`config.mk`:
```
export PLATFORM = sky130hd
export DESIGN_NAME = char_lcd_4bit_write_sequencer
export DESIGN_NICKNAME = d
export VERILOG_FILES = /design/src/rtl/lcd4_pkg.sv /design/src/rtl/char_lcd_4bit_write_sequencer.sv /design/src/rtl/lcd4_front.sv /design/src/rtl/lcd4_queue.sv /design/src/rtl/lcd4_back.sv
export SDC_FILE = /design/constraint.sdc
export NUM_CORES = 1
export LEC_CHECK = 0
export BUFFER_PORTS_ARGS = -buffer_cell sky130_fd_sc_hd__buf_2
export CORE_UTILIZATION = 45
export CTS_CLUSTER_DIAMETER = 100
export CTS_CLUSTER_SIZE = 24
export DETAILED_ROUTE_END_ITERATION = 10
export PLACE_DENSITY = 0.66
export SKIP_LAST_GASP = 1
export SYNTH_ARGS = -nofsm -noshare
export SYNTH_HDL_FRONTEND = slang
export SYNTH_SLANG_ARGS = --single-unit
```
`constraint.sdc`:
```
create_clock -name clk -period 4.3 [get_ports clk]
set_input_delay 0.215 -clock clk [delete_from_list [all_inputs] [get_ports clk]]
set_output_delay 0.215 -clock clk [all_outputs]
set_load 0.005 [all_outputs]
```
`src/rtl/lcd4_pkg.sv`:
```
`timescale 1ns / 1ps

package lcd4_pkg;

  typedef enum logic [1:0] {
    OP_INIT   = 2'd0,
    OP_CLEAR  = 2'd1,
    OP_CURSOR = 2'd2,
    OP_WRITE  = 2'd3
  } op_t;

  typedef struct packed {
    op_t        op;
    logic [7:0] data;
    logic       rs;
  } desc_t;

  localparam logic [15:0] EN_HIGH_US    = 16'd1;
  localparam logic [15:0] EN_LOW_US     = 16'd40;
  localparam logic [15:0] POWER_UP_US   = 16'd50000;
  localparam logic [15:0] INIT_WAIT_US  = 16'd5000;
  localparam logic [15:0] CLEAR_WAIT_US = 16'd2000;

  localparam logic [7:0] CMD_CLEAR  = 8'h01;
  localparam logic [7:0] CMD_DDRAM  = 8'h80;
  localparam logic       ROW1_BIT   = 1'b1;

  localparam logic [4:0] INIT_LAST_STEP = 5'd24;
  localparam logic [4:0] BYTE_LAST_STEP = 5'd4;

  localparam logic [9:0] CYCLES_PER_US_RST = 10'd72;

  function automatic logic [7:0] init_cmd(input logic [2:0] idx);
    logic [7:0] v;
    unique case (idx)
      3'd0:    v = 8'h33;
      3'd1:    v = 8'h32;
      3'd2:    v = 8'h28;
      3'd3:    v = 8'h0C;
      3'd4:    v = 8'h06;
      default: v = CMD_CLEAR;
    endcase
    return v;
  endfunction

endpackage

```
`src/rtl/char_lcd_4bit_write_sequencer.sv`:
```
`timescale 1ns / 1ps

// Character LCD 4-bit bus sequencer.
// Input channel (in_valid/in_stall): one word per request, in_operation selects
// init, clear, set cursor or write character; in_char_byte, in_row and
// in_column carry the operands.
// Output channel (out_valid/out_stall): one word per pin event with the nibble
// for D4..D7, RS, EN, the hold time in microseconds and a last flag on the
// final event of each request.
// cfg_wr_en/cfg_wr_data load cycles_per_us; hold times are reported in
// microseconds, so it does not alter the event stream.
// When the block is empty, a request's first event passes the input register,
// queue, generator descriptor register and event register. Throughput: the
// event generator emits one event per cycle unless out_stall holds it, so
// clear, set cursor and write character expand to 4 events each and init to
// 25; a two-deep queue lets requests enter while earlier ones still expand.
// Reset clears the input register, queue and event generator; cycles_per_us
// returns to 72. While out_stall is high and an event is valid, that event is
// held and the generator pauses; the queue fills and then in_stall rises.

module char_lcd_4bit_write_sequencer
  import lcd4_pkg::*;
(
  input  logic        clk,
  input  logic        rst_n,
  input  logic        cfg_wr_en,
  input  logic [9:0]  cfg_wr_data,
  input  logic        in_valid,
  output logic        in_stall,
  input  logic [1:0]  in_operation,
  input  logic [7:0]  in_char_byte,
  input  logic        in_row,
  input  logic [5:0]  in_column,
  output logic        out_valid,
  input  logic        out_stall,
  output logic [3:0]  out_nibble,
  output logic        out_reg_select,
  output logic        out_enable,
  output logic [15:0] out_hold_us,
  output logic        out_last
);

  logic [9:0] cycles_per_us_r;
  logic       f_push, f_ready;
  desc_t      f_desc;
  logic       q_valid, q_pop;
  desc_t      q_desc;

  always_ff @(posedge clk) begin
    if (!rst_n) begin
      cycles_per_us_r <= CYCLES_PER_US_RST;
    end else if (cfg_wr_en) begin
      cycles_per_us_r <= cfg_wr_data;
    end
  end

  lcd4_front u_front (
    .clk          (clk),
    .rst_n        (rst_n),
    .in_valid     (in_valid),
    .in_stall     (in_stall),
    .in_operation (in_operation),
    .in_char_byte (in_char_byte),
    .in_row       (in_row),
    .in_column    (in_column),
    .push         (f_push),
    .push_desc    (f_desc),
    .push_ready   (f_ready)
  );

  lcd4_queue u_queue (
    .clk        (clk),
    .rst_n      (rst_n),
    .push       (f_push),
    .push_desc  (f_desc),
    .push_ready (f_ready),
    .pop_valid  (q_valid),
    .pop_desc   (q_desc),
    .pop        (q_pop)
  );

  lcd4_back u_back (
    .clk            (clk),
    .rst_n          (rst_n),
    .q_valid        (q_valid),
    .q_desc         (q_desc),
    .q_pop          (q_pop),
    .out_valid      (out_valid),
    .out_stall      (out_stall),
    .out_nibble     (out_nibble),
    .out_reg_select (out_reg_select),
    .out_enable     (out_enable),
    .out_hold_us    (out_hold_us),
    .out_last       (out_last)
  );

endmodule

```
`src/rtl/lcd4_front.sv`:
```
`timescale 1ns / 1ps

module lcd4_front
  import lcd4_pkg::*;
(
  input  logic       clk,
  input  logic       rst_n,
  input  logic       in_valid,
  output logic       in_stall,
  input  logic [1:0] in_operation,
  input  logic [7:0] in_char_byte,
  input  logic       in_row,
  input  logic [5:0] in_column,
  output logic       push,
  output desc_t      push_desc,
  input  logic       push_ready
);

  logic  fv_r, fv_nxt;
  desc_t desc_r;
  desc_t desc_c;
  logic  accept;
  logic [6:0] addr;

  assign in_stall = fv_r & ~push_ready;
  assign accept   = in_valid & ~in_stall;
  assign push      = fv_r;
  assign push_desc = desc_r;

  // DDRAM address: row base in bit 6 plus column, never reaches bit 7
  assign addr = {in_row & ROW1_BIT, 6'd0} + {1'b0, in_column};

  always_comb begin
    desc_c.op = op_t'(in_operation);
    unique case (op_t'(in_operation))
      OP_INIT: begin
        desc_c.data = CMD_CLEAR;
        desc_c.rs   = 1'b0;
      end
      OP_CLEAR: begin
        desc_c.data = CMD_CLEAR;
        desc_c.rs   = 1'b0;
      end
      OP_CURSOR: begin
        desc_c.data = CMD_DDRAM | {1'b0, addr};
        desc_c.rs   = 1'b0;
      end
      default: begin
        desc_c.data = in_char_byte;
        desc_c.rs   = 1'b1;
      end
    endcase
  end

  always_comb begin
    fv_nxt = fv_r;
    if (accept) begin
      fv_nxt = 1'b1;
    end else if (push_ready) begin
      fv_nxt = 1'b0;
    end
  end

  always_ff @(posedge clk) begin
    if (!rst_n) begin
      fv_r <= 1'b0;
    end else begin
      fv_r <= fv_nxt;
    end
  end

  always_ff @(posedge clk) begin
    if (accept) begin
      desc_r <= desc_c;
    end
  end

endmodule

```
`src/rtl/lcd4_queue.sv`:
```
`timescale 1ns / 1ps

module lcd4_queue
  import lcd4_pkg::*;
(
  input  logic  clk,
  input  logic  rst_n,
  input  logic  push,
  input  desc_t push_desc,
  output logic  push_ready,
  output logic  pop_valid,
  output desc_t pop_desc,
  input  logic  pop
);

  desc_t      mem_r [2];
  logic       wr_ptr_r, wr_ptr_nxt;
  logic       rd_ptr_r, rd_ptr_nxt;
  logic [1:0] count_r, count_nxt;
  logic       do_push, do_pop;

  assign push_ready = (count_r != 2'd2);
  assign pop_valid  = (count_r != 2'd0);
  assign pop_desc   = mem_r[rd_ptr_r];
  assign do_push    = push & push_ready;
  assign do_pop     = pop & pop_valid;

  always_comb begin
    wr_ptr_nxt = wr_ptr_r ^ do_push;
    rd_ptr_nxt = rd_ptr_r ^ do_pop;
    count_nxt  = count_r;
    if (do_push && !do_pop) begin
      count_nxt = count_r + 2'd1;
    end else if (do_pop && !do_push) begin
      count_nxt = count_r - 2'd1;
    end
  end

  always_ff @(posedge clk) begin
    if (!rst_n) begin
      wr_ptr_r <= 1'b0;
      rd_ptr_r <= 1'b0;
      count_r  <= 2'd0;
    end else begin
      wr_ptr_r <= wr_ptr_nxt;
      rd_ptr_r <= rd_ptr_nxt;
      count_r  <= count_nxt;
    end
  end

  always_ff @(posedge clk) begin
    if (do_push) begin
      mem_r[wr_ptr_r] <= push_desc;
    end
  end

endmodule

```
`src/rtl/lcd4_back.sv`:
```
`timescale 1ns / 1ps

module lcd4_back
  import lcd4_pkg::*;
(
  input  logic        clk,
  input  logic        rst_n,
  input  logic        q_valid,
  input  desc_t       q_desc,
  output logic        q_pop,
  output logic        out_valid,
  input  logic        out_stall,
  output logic [3:0]  out_nibble,
  output logic        out_reg_select,
  output logic        out_enable,
  output logic [15:0] out_hold_us,
  output logic        out_last
);

  logic        busy_r, busy_nxt;
  desc_t       desc_r;
  logic [4:0]  step_r, step_nxt;
  logic        ov_r, ov_nxt;
  logic [3:0]  nib_r;
  logic        rs_r, en_r, last_r;
  logic [15:0] hold_r;

  logic        is_init;
  logic        advance;
  logic        ev_last;
  logic [4:0]  j;
  logic [7:0]  byte_v;
  logic [3:0]  ev_nib;
  logic        ev_rs, ev_en;
  logic [15:0] ev_hold, extra;

  assign out_valid      = ov_r;
  assign out_nibble     = nib_r;
  assign out_reg_select = rs_r;
  assign out_enable     = en_r;
  assign out_hold_us    = hold_r;
  assign out_last       = last_r;

  assign is_init = (desc_r.op == OP_INIT);
  assign advance = busy_r & (~ov_r | ~out_stall);
  assign ev_last = (step_r == (is_init ? INIT_LAST_STEP : BYTE_LAST_STEP));
  assign q_pop   = q_valid & (~busy_r | (advance & ev_last));
  assign j       = step_r - 5'd1;
  assign byte_v  = is_init ? init_cmd(j[4:2]) : desc_r.data;

  always_comb begin
    extra = 16'd0;
    if (j[1:0] == 2'd3) begin
      if (is_init) begin
        if (j[4:2] == 3'd0 || j[4:2] == 3'd1) begin
          extra = INIT_WAIT_US;
        end else if (j[4:2] == 3'd5) begin
          extra = CLEAR_WAIT_US;
        end
      end else if (desc_r.op == OP_CLEAR) begin
        extra = CLEAR_WAIT_US;
      end
    end
    if (step_r == 5'd0) begin
      ev_nib  = 4'd0;
      ev_rs   = 1'b0;
      ev_en   = 1'b0;
      ev_hold = POWER_UP_US;
    end else begin
      ev_nib  = j[1] ? byte_v[3:0] : byte_v[7:4];
      ev_rs   = desc_r.rs;
      ev_en   = ~j[0];
      ev_hold = (j[0] ? EN_LOW_US : EN_HIGH_US) + extra;
    end
  end

  always_comb begin
    busy_nxt = busy_r;
    step_nxt = step_r;
    ov_nxt   = ov_r & out_stall;
    if (advance) begin
      ov_nxt   = 1'b1;
      step_nxt = step_r + 5'd1;
      if (ev_last) begin
        busy_nxt = 1'b0;
      end
    end
    if (q_pop) begin
      busy_nxt = 1'b1;
      step_nxt = (q_desc.op == OP_INIT) ? 5'd0 : 5'd1;
    end
  end

  always_ff @(posedge clk) begin
    if (!rst_n) begin
      busy_r <= 1'b0;
      step_r <= 5'd0;
      ov_r   <= 1'b0;
    end else begin
      busy_r <= busy_nxt;
      step_r <= step_nxt;
      ov_r   <= ov_nxt;
    end
  end

  always_ff @(posedge clk) begin
    if (q_pop) begin
      desc_r <= q_desc;
    end
    if (advance) begin
      nib_r  <= ev_nib;
      rs_r   <= ev_rs;
      en_r   <= ev_en;
      hold_r <= ev_hold;
      last_r <= ev_last;
    end
  end

endmodule
```
==> flow_summary.toml, run 1 <==
[outcome]
status = "completed"

[grt]
grt_pass1_wl_um = 9200
grt_antenna_before_repair = 0
grt_pass1_vias = 1942
grt_overflow = 0
grt_use_total_pct = 15.7
grt_max_degree = 25

[worst_setup_path]
worst_ep_required_time_ps = 4390
cp_top_family = "adder cells"
crit_slowest_cell = "ha_1"
reg2reg_slack_ps = 1320
path_cells = "inv_1 > ha_1 > nor2b_1 > a21oi_1 > o31ai_1 > nand3_1 > inv_1 > ha_1 > ha_1 > nor2b_1 > o21ai_0"
cp-start-kind = "flop"
critical_path_arrival_ps = 3070
r2r-start = "u_back.step_r[0]$_SDFFE_PN0P_"
crit_path_end_kind = "flop"
crit_buf_inv = 2
r2r_end = "u_back.out_hold_us[9]$_SDFFCE_PN1P_"
max_stage_delay_ps = 450
ff2ff_path_depth = 11
cp_max_fo = 13
critPathMostFrequentCell = "ha_1"
worst-setup-path-type = "reg -> reg"

[detailed_routing]
viasPerCell = 5.02
first_pass_iters = 4
wirelength_um = 5450
post-route-drc-count = 0
postRouteAntennaNets = 0
drt-wirelength-per-cell_um = 13.4
drt_iter0_markers = 90
detailroute.via_count = 2043

[power]
power.density_nw_per_um2 = 596
leakagePower_nw = 1.45
peakVddDrop_uv = 276

[min_path]
hold_end = "u_front.push$_SDFFE_PN0P_"
worstHoldPathType = "in -> reg"
min_path_cells = 3
hold_start = "in_valid"

[floorplanning]
rows = 31
dieArea_um2 = 7960
dieHeight_um = 89.2
dieWidth_um = 89.2
start_util_pct = 46.9
fp.coreArea_um2 = 7290
io_pins = 57

[clocking]
post-cts-setup-buffers = 0
clockRootBuffer = "clkbuf_8"
cts_resized = 0
clkLatencyLatePin_ps = 340
cts_buffers = 9
postCtsHoldBufs = 0
cts_tree = "done"
cts_num_sinks = 75
cts.htree.levels = 3
cts.reportedPaths.clkPinSlew_ps = 80
cts.path.max_buffers = 2

[yosys]
synthFlopType = "edfxtp_1"
synth_top_area_cell = "edfxtp_1"
avgSynthCellArea_um2 = 12.9
yosys_warnings = 0
netlist_top_cells_area = "edfxtp_1 (54%), dfxtp_1 (7.6%), mux2_2 (3.6%), ha_1 (2.9%), nor2b_1 (2.7%)"
synth-seq-area-share_pct = 62.0
synth_edf_count = 62
yosys.area.top_type_share_pct = 54.4
synthDistinctLibCells = 54
netlist_instances = 265
ys_async_sr_fraction_pct = 0
synthesis.area_um2 = 3420
ys_ff_latch = 75

[flow_run]
cap_violations = 0

[cells_and_area]
syn_to_final_growth_pct = 12.9
final_area_um2 = 3870
n_antenna_cell = 0
final_cell_mix = "edfxtp_1 (62), buf_2 (42), nor2_1 (23)"
fin_nets = 343
drive_above_1_share_pct = 23.7
layout_commonest_cell = "edfxtp_1"
final_core_util_pct = 53.0

[sta]
finalCritPeriodShare_pct = 69.3
hold_violations = 0
drv_slew = 0
fin_setup_tns_ps = 0
period_minus_slack_ps = 2980
tightestPinTransition_ps = 1110
rsz0062_at_grt = "false"
fmax_mhz = 335
slew_headroom_pct = 25.8
finClkSkew_ps = 8.13
setup_viol = 0

[place]
io_buffers = 42
gp_congestion = 0.837
dpl-instance-area_um2 = 3670
dpl.hpwl_um = 3680
==> routing by layer <==
layer | track usage [%] | routed length, um | up-vias
met1 | 19.5 | 2430 | 930
met2 | 25.5 | 2660 | 66
met5 | 0 | 0 | -
li1 | - | - | 1039
met4 | 8.66 | 81 | 0
met3 | 3.69 | 282 | 8
==> worst register-to-register path, delay by kind of cell (launching register included) <==
family                     cells  cell delay, ps
and+or+nand+nor                3             610
adders and majority gates      3             800
DFF                            1             440
AOI/OAI and AO/OA              3             570
buffers and inverters          2             320
==> per-stage QoR <==
stage / total power, W / std cells / hold WS (ps) / setup slack [ps]
2_1_floorplan: 0.00161 / 267 / 314 / 1780
3_3_place_gp: 0.00177 / 391 / 423 / 1370
3_5_place_dp: 0.00178 / 391 / 432 / 1350
4_1_cts: 0.00232 / 407 / 85.3 / 1320
5_1_grt: 0.00246 / 407 / 109 / 991
6_report: 0.00230 / 407 / 95.3 / 1320
==> power by group <==
part | total (W) | internal [W] | switching (W)
sequential | 0.00108 | 0.000995 | 0.0000830
combinational | 0.000679 | 0.000282 | 0.000397
clock | 0.000545 | 0.000272 | 0.000273
==> worst max-delay path by stage <==
stage                             startpoint                                  end  slack, ps  cells past startpoint
6_report       u_back.step_r[0]$_SDFFE_PN0P_  u_back.out_hold_us[9]$_SDFFCE_PN1P_       1320                     11
5_1_grt        u_back.step_r[0]$_SDFFE_PN0P_  u_back.out_hold_us[9]$_SDFFCE_PN1P_        990                     11
4_1_cts        u_back.step_r[0]$_SDFFE_PN0P_  u_back.out_hold_us[9]$_SDFFCE_PN1P_       1320                     11
3_5_place_dp   u_back.step_r[0]$_SDFFE_PN0P_  u_back.out_hold_us[9]$_SDFFCE_PN1P_       1350                     11
3_3_place_gp   u_back.step_r[0]$_SDFFE_PN0P_  u_back.out_hold_us[9]$_SDFFCE_PN1P_       1370                     11
2_1_floorplan  u_back.step_r[0]$_SDFFE_PN0P_  u_back.out_hold_us[9]$_SDFFCE_PN1P_       1780                     13
==> cell usage after synthesis (3+ instances only) <==
cell type	count
a21boi_0	3
a21oi_1	6
and2_1	4
buf_2	3
buf_4	5
clkbuf_1	7
dfxtp_1	13
edfxtp_1	62
ha_1	8
inv_1	11
mux2_2	11
mux2i_1	9
nand2_1	10
nand2b_1	4
nand3_1	4
nor2_1	23
nor2b_1	15
nor3_1	5
o21ai_0	9
or3_1	4
xnor2_1	3
xor2_1	6
==> registers in the layout (all words and copies together) (netlist names), 2 cells and up, named ones only <==
name	count
u_back.out_nibble	4
u_queue.count_r	2
u_back.step_r	5
u_queue.mem_r	22
u_front.push_desc	11
u_back.desc_r	11
u_back.out_hold_us	12
==> area by class of cell <==
class / count / area (um^2)
fillers: 672 / 3430
clock inverters: 7 / 76.3
clock buffers: 9 / 124
multi-input cells: 164 / 1170
well taps: 99 / 124
flip-flops and latches: 75 / 2120
inverters: 11 / 41.3
repair buffers: 42 / 210
==> logic make-up (layout without fill, tap and decap cells) <==
group,after synthesis,in the layout,synth area share [%]
fa+ha+maj,8,8,2.92
mux,20,20,6.25
other cells,1,3,0.110
compound gates,42,42,9.21
buf+inv,28,69,4.17
flops,75,75,62.0
simple gates,82,82,13.0
xor+xnor,9,9,2.30
Power figures use the tool's default switching activity.
==> run 2: changes to the inputs <==
--- a/config.mk
+++ b/config.mk
@@ -10,7 +10,7 @@
 export CTS_CLUSTER_DIAMETER = 100
 export CTS_CLUSTER_SIZE = 24
 export DETAILED_ROUTE_END_ITERATION = 10
-export PLACE_DENSITY = 0.66
+export PLACE_DENSITY = 0.69
 export SKIP_LAST_GASP = 1
 export SYNTH_ARGS = -nofsm -noshare
 export SYNTH_HDL_FRONTEND = slang
==> constraint.sdc (replaced) <==
create_clock -name clk -period 2.6 [get_ports clk]
set_input_delay 0.13 -clock clk [delete_from_list [all_inputs] [get_ports clk]]
set_output_delay 0.13 -clock clk [all_outputs]
set_load 0.005 [all_outputs]
==> run 2 against run 1 <==
  * Via count increased by 5.9%
  * Global-route usage fell by 0.42 points
  * Clock-buffer cell count stayed put
==> flow_summary.toml, run 2 (same netlist as run 1, synthesis figures left out) <==
[outcome]
status = "completed"

[grt]
grt_overflow = 0
grt_antenna_before_repair = 0
grt_pass1_vias = 1977
grt_max_degree = 22
grt_use_total_pct = 15.3
grt_pass1_wl_um = 8900

[cells_and_area]
fin_nets = 361
n_antenna_cell = 0
largest_register = "u_queue.mem_r"
drive_above_1_share_pct = 27.9
layout_commonest_cell = "edfxtp_1"
largest_register_ffs = 22
syn_to_final_growth_pct = 17.1
final_cell_mix = "edfxtp_1 (62), buf_2 (42), nor2_1 (23)"

[detailed_routing]
wl_met1_um = 2460
detailroute.via_count = 2163
post-route-drc-count = 0
wirelength_um = 5530
wl_met3_um = 315
routed.top_layer = "met4"
drt-wirelength-per-cell_um = 13.0
drt_iter0_markers = 72
wl_met2_um = 2590
first_pass_iters = 5
postRouteAntennaNets = 0
viasPerCell = 5.09

[clocking]
cts.reportedPaths.clkPinSlew_ps = 80
clockRootBuffer = "clkbuf_8"
cts_buffers = 9
cts_tree = "done"
cts.htree.levels = 3
cts.path.max_buffers = 2
cts_num_sinks = 75
clkLatencyLatePin_ps = 350

[sta]
finalCritPeriodShare_pct = 88.9
finClkSkew_ps = 12.4
slew_headroom_pct = 63.5
setup_viol = 0
fmax_mhz = 433
drv_slew = 0
hold_violations = 0
rsz0062_at_grt = "false"
period_minus_slack_ps = 2310
tightestPinTransition_ps = 547
fin_setup_tns_ps = 0

[worst_setup_path]
cp-start-kind = "flop"
worst_ep_required_time_ps = 2880
worst-setup-path-type = "reg -> reg"
cp_max_fo = 6
crit_path_end_kind = "flop"
critical_path_arrival_ps = 2590

[place]
dpl.hpwl_um = 3940
io_buffers = 42
gp_congestion = 0.879

[floorplanning]
dieHeight_um = 89.2
io_pins = 57
start_util_pct = 46.9
dieArea_um2 = 7960
fp.coreArea_um2 = 7290
dieWidth_um = 89.2
rows = 31

[power]
power.total_w = 0.00395
peakVddDrop_uv = 372
leakagePower_nw = 1.54
power.density_nw_per_um2 = 985

[flow_run]
cap_violations = 0

[min_path]
worstHoldPathType = "in -> reg"
## run 2: cell count changes in the layout (fill, tap and decap cells not counted)
| cell | change |
|---|---|
| buf_4 | +17 |
| inv_8 | -1 |
| dlygate4sd3_1 | +1 |
| clkinv_4 | +3 |
| o31ai_1 | -1 |
| o31ai_2 | +1 |
| clkinvlp_4 | -2 |
## run 2: cell type report
cell class	count	area (um^2)
clock buffer	9	124
clock inverter	7	76.3
fill	643	3280
inverter	11	41.3
multi-input combinational	164	1170
sequential	75	2120
tap	99	124
timing repair buffer	60	348
## run 2: path summary, 6_finish.rpt
check                           slack, ps  cells after the start                              end                      startpoint
worst max register to register        290                      9  u_queue.count_r[1]$_SDFFE_PN0P_   u_back.step_r[0]$_SDFFE_PN0P_
worst min-delay path                   50                      2      u_back.out_valid$_SDFF_PN0_                           rst_n
worst min register to register        450                      0    u_queue.mem_r[0][7]$_DFFE_PP_  u_front.push_desc[7]$_DFFE_PP_
worst max-delay path                  290                      9  u_queue.count_r[1]$_SDFFE_PN0P_   u_back.step_r[0]$_SDFFE_PN0P_
## run 2: worst max-delay path, cell delays in order, from the launching register on
cell and delay, ps:
dfxtp_1 310, inv_1 70, buf_4 140, ha_1 280, nand2b_1 150, o41ai_4 260, o22ai_2 180, ha_1 350
or3_1 360, a21oi_1 150
## run 2: report_power, final
group          total (W)  leakage (nW)  internal (W)  switching, W
Sequential       0.00176         0.691       0.00164      0.000111
Combinational    0.00131         0.754      0.000585      0.000722
Clock           0.000885        0.0974      0.000448      0.000437
Total            0.00395          1.54       0.00268       0.00127
## run 2: what timing repair did
action	4_1_cts	5_1_grt
hold buffers	1	0
buffers inserted	0	0
endpoints found under the hold margin	1	0
resized for setup	0	1
setup endpoints to repair	0	1
## run 2: through the flow
stage	setup WS [ps]	instance area, um^2	hold slack, ps	utilization, %	std cells
after detailed placement	270	3790	355	52.0	408
final	288	4010	45.2	55.0	425
after global placement	335	3790	348	52.0	408
after global routing	62.0	4010	38.9	55.0	425
after floorplan	82.9	3430	229	-	267
after CTS	239	4000	29.8	54.9	425
## run 2: per-layer routing
metal	GRT usage, %	up-vias
li1	-	1070
met1	17.9	981
met2	25.7	92
met3	3.79	20
met4	9.09	0
met5	0	-
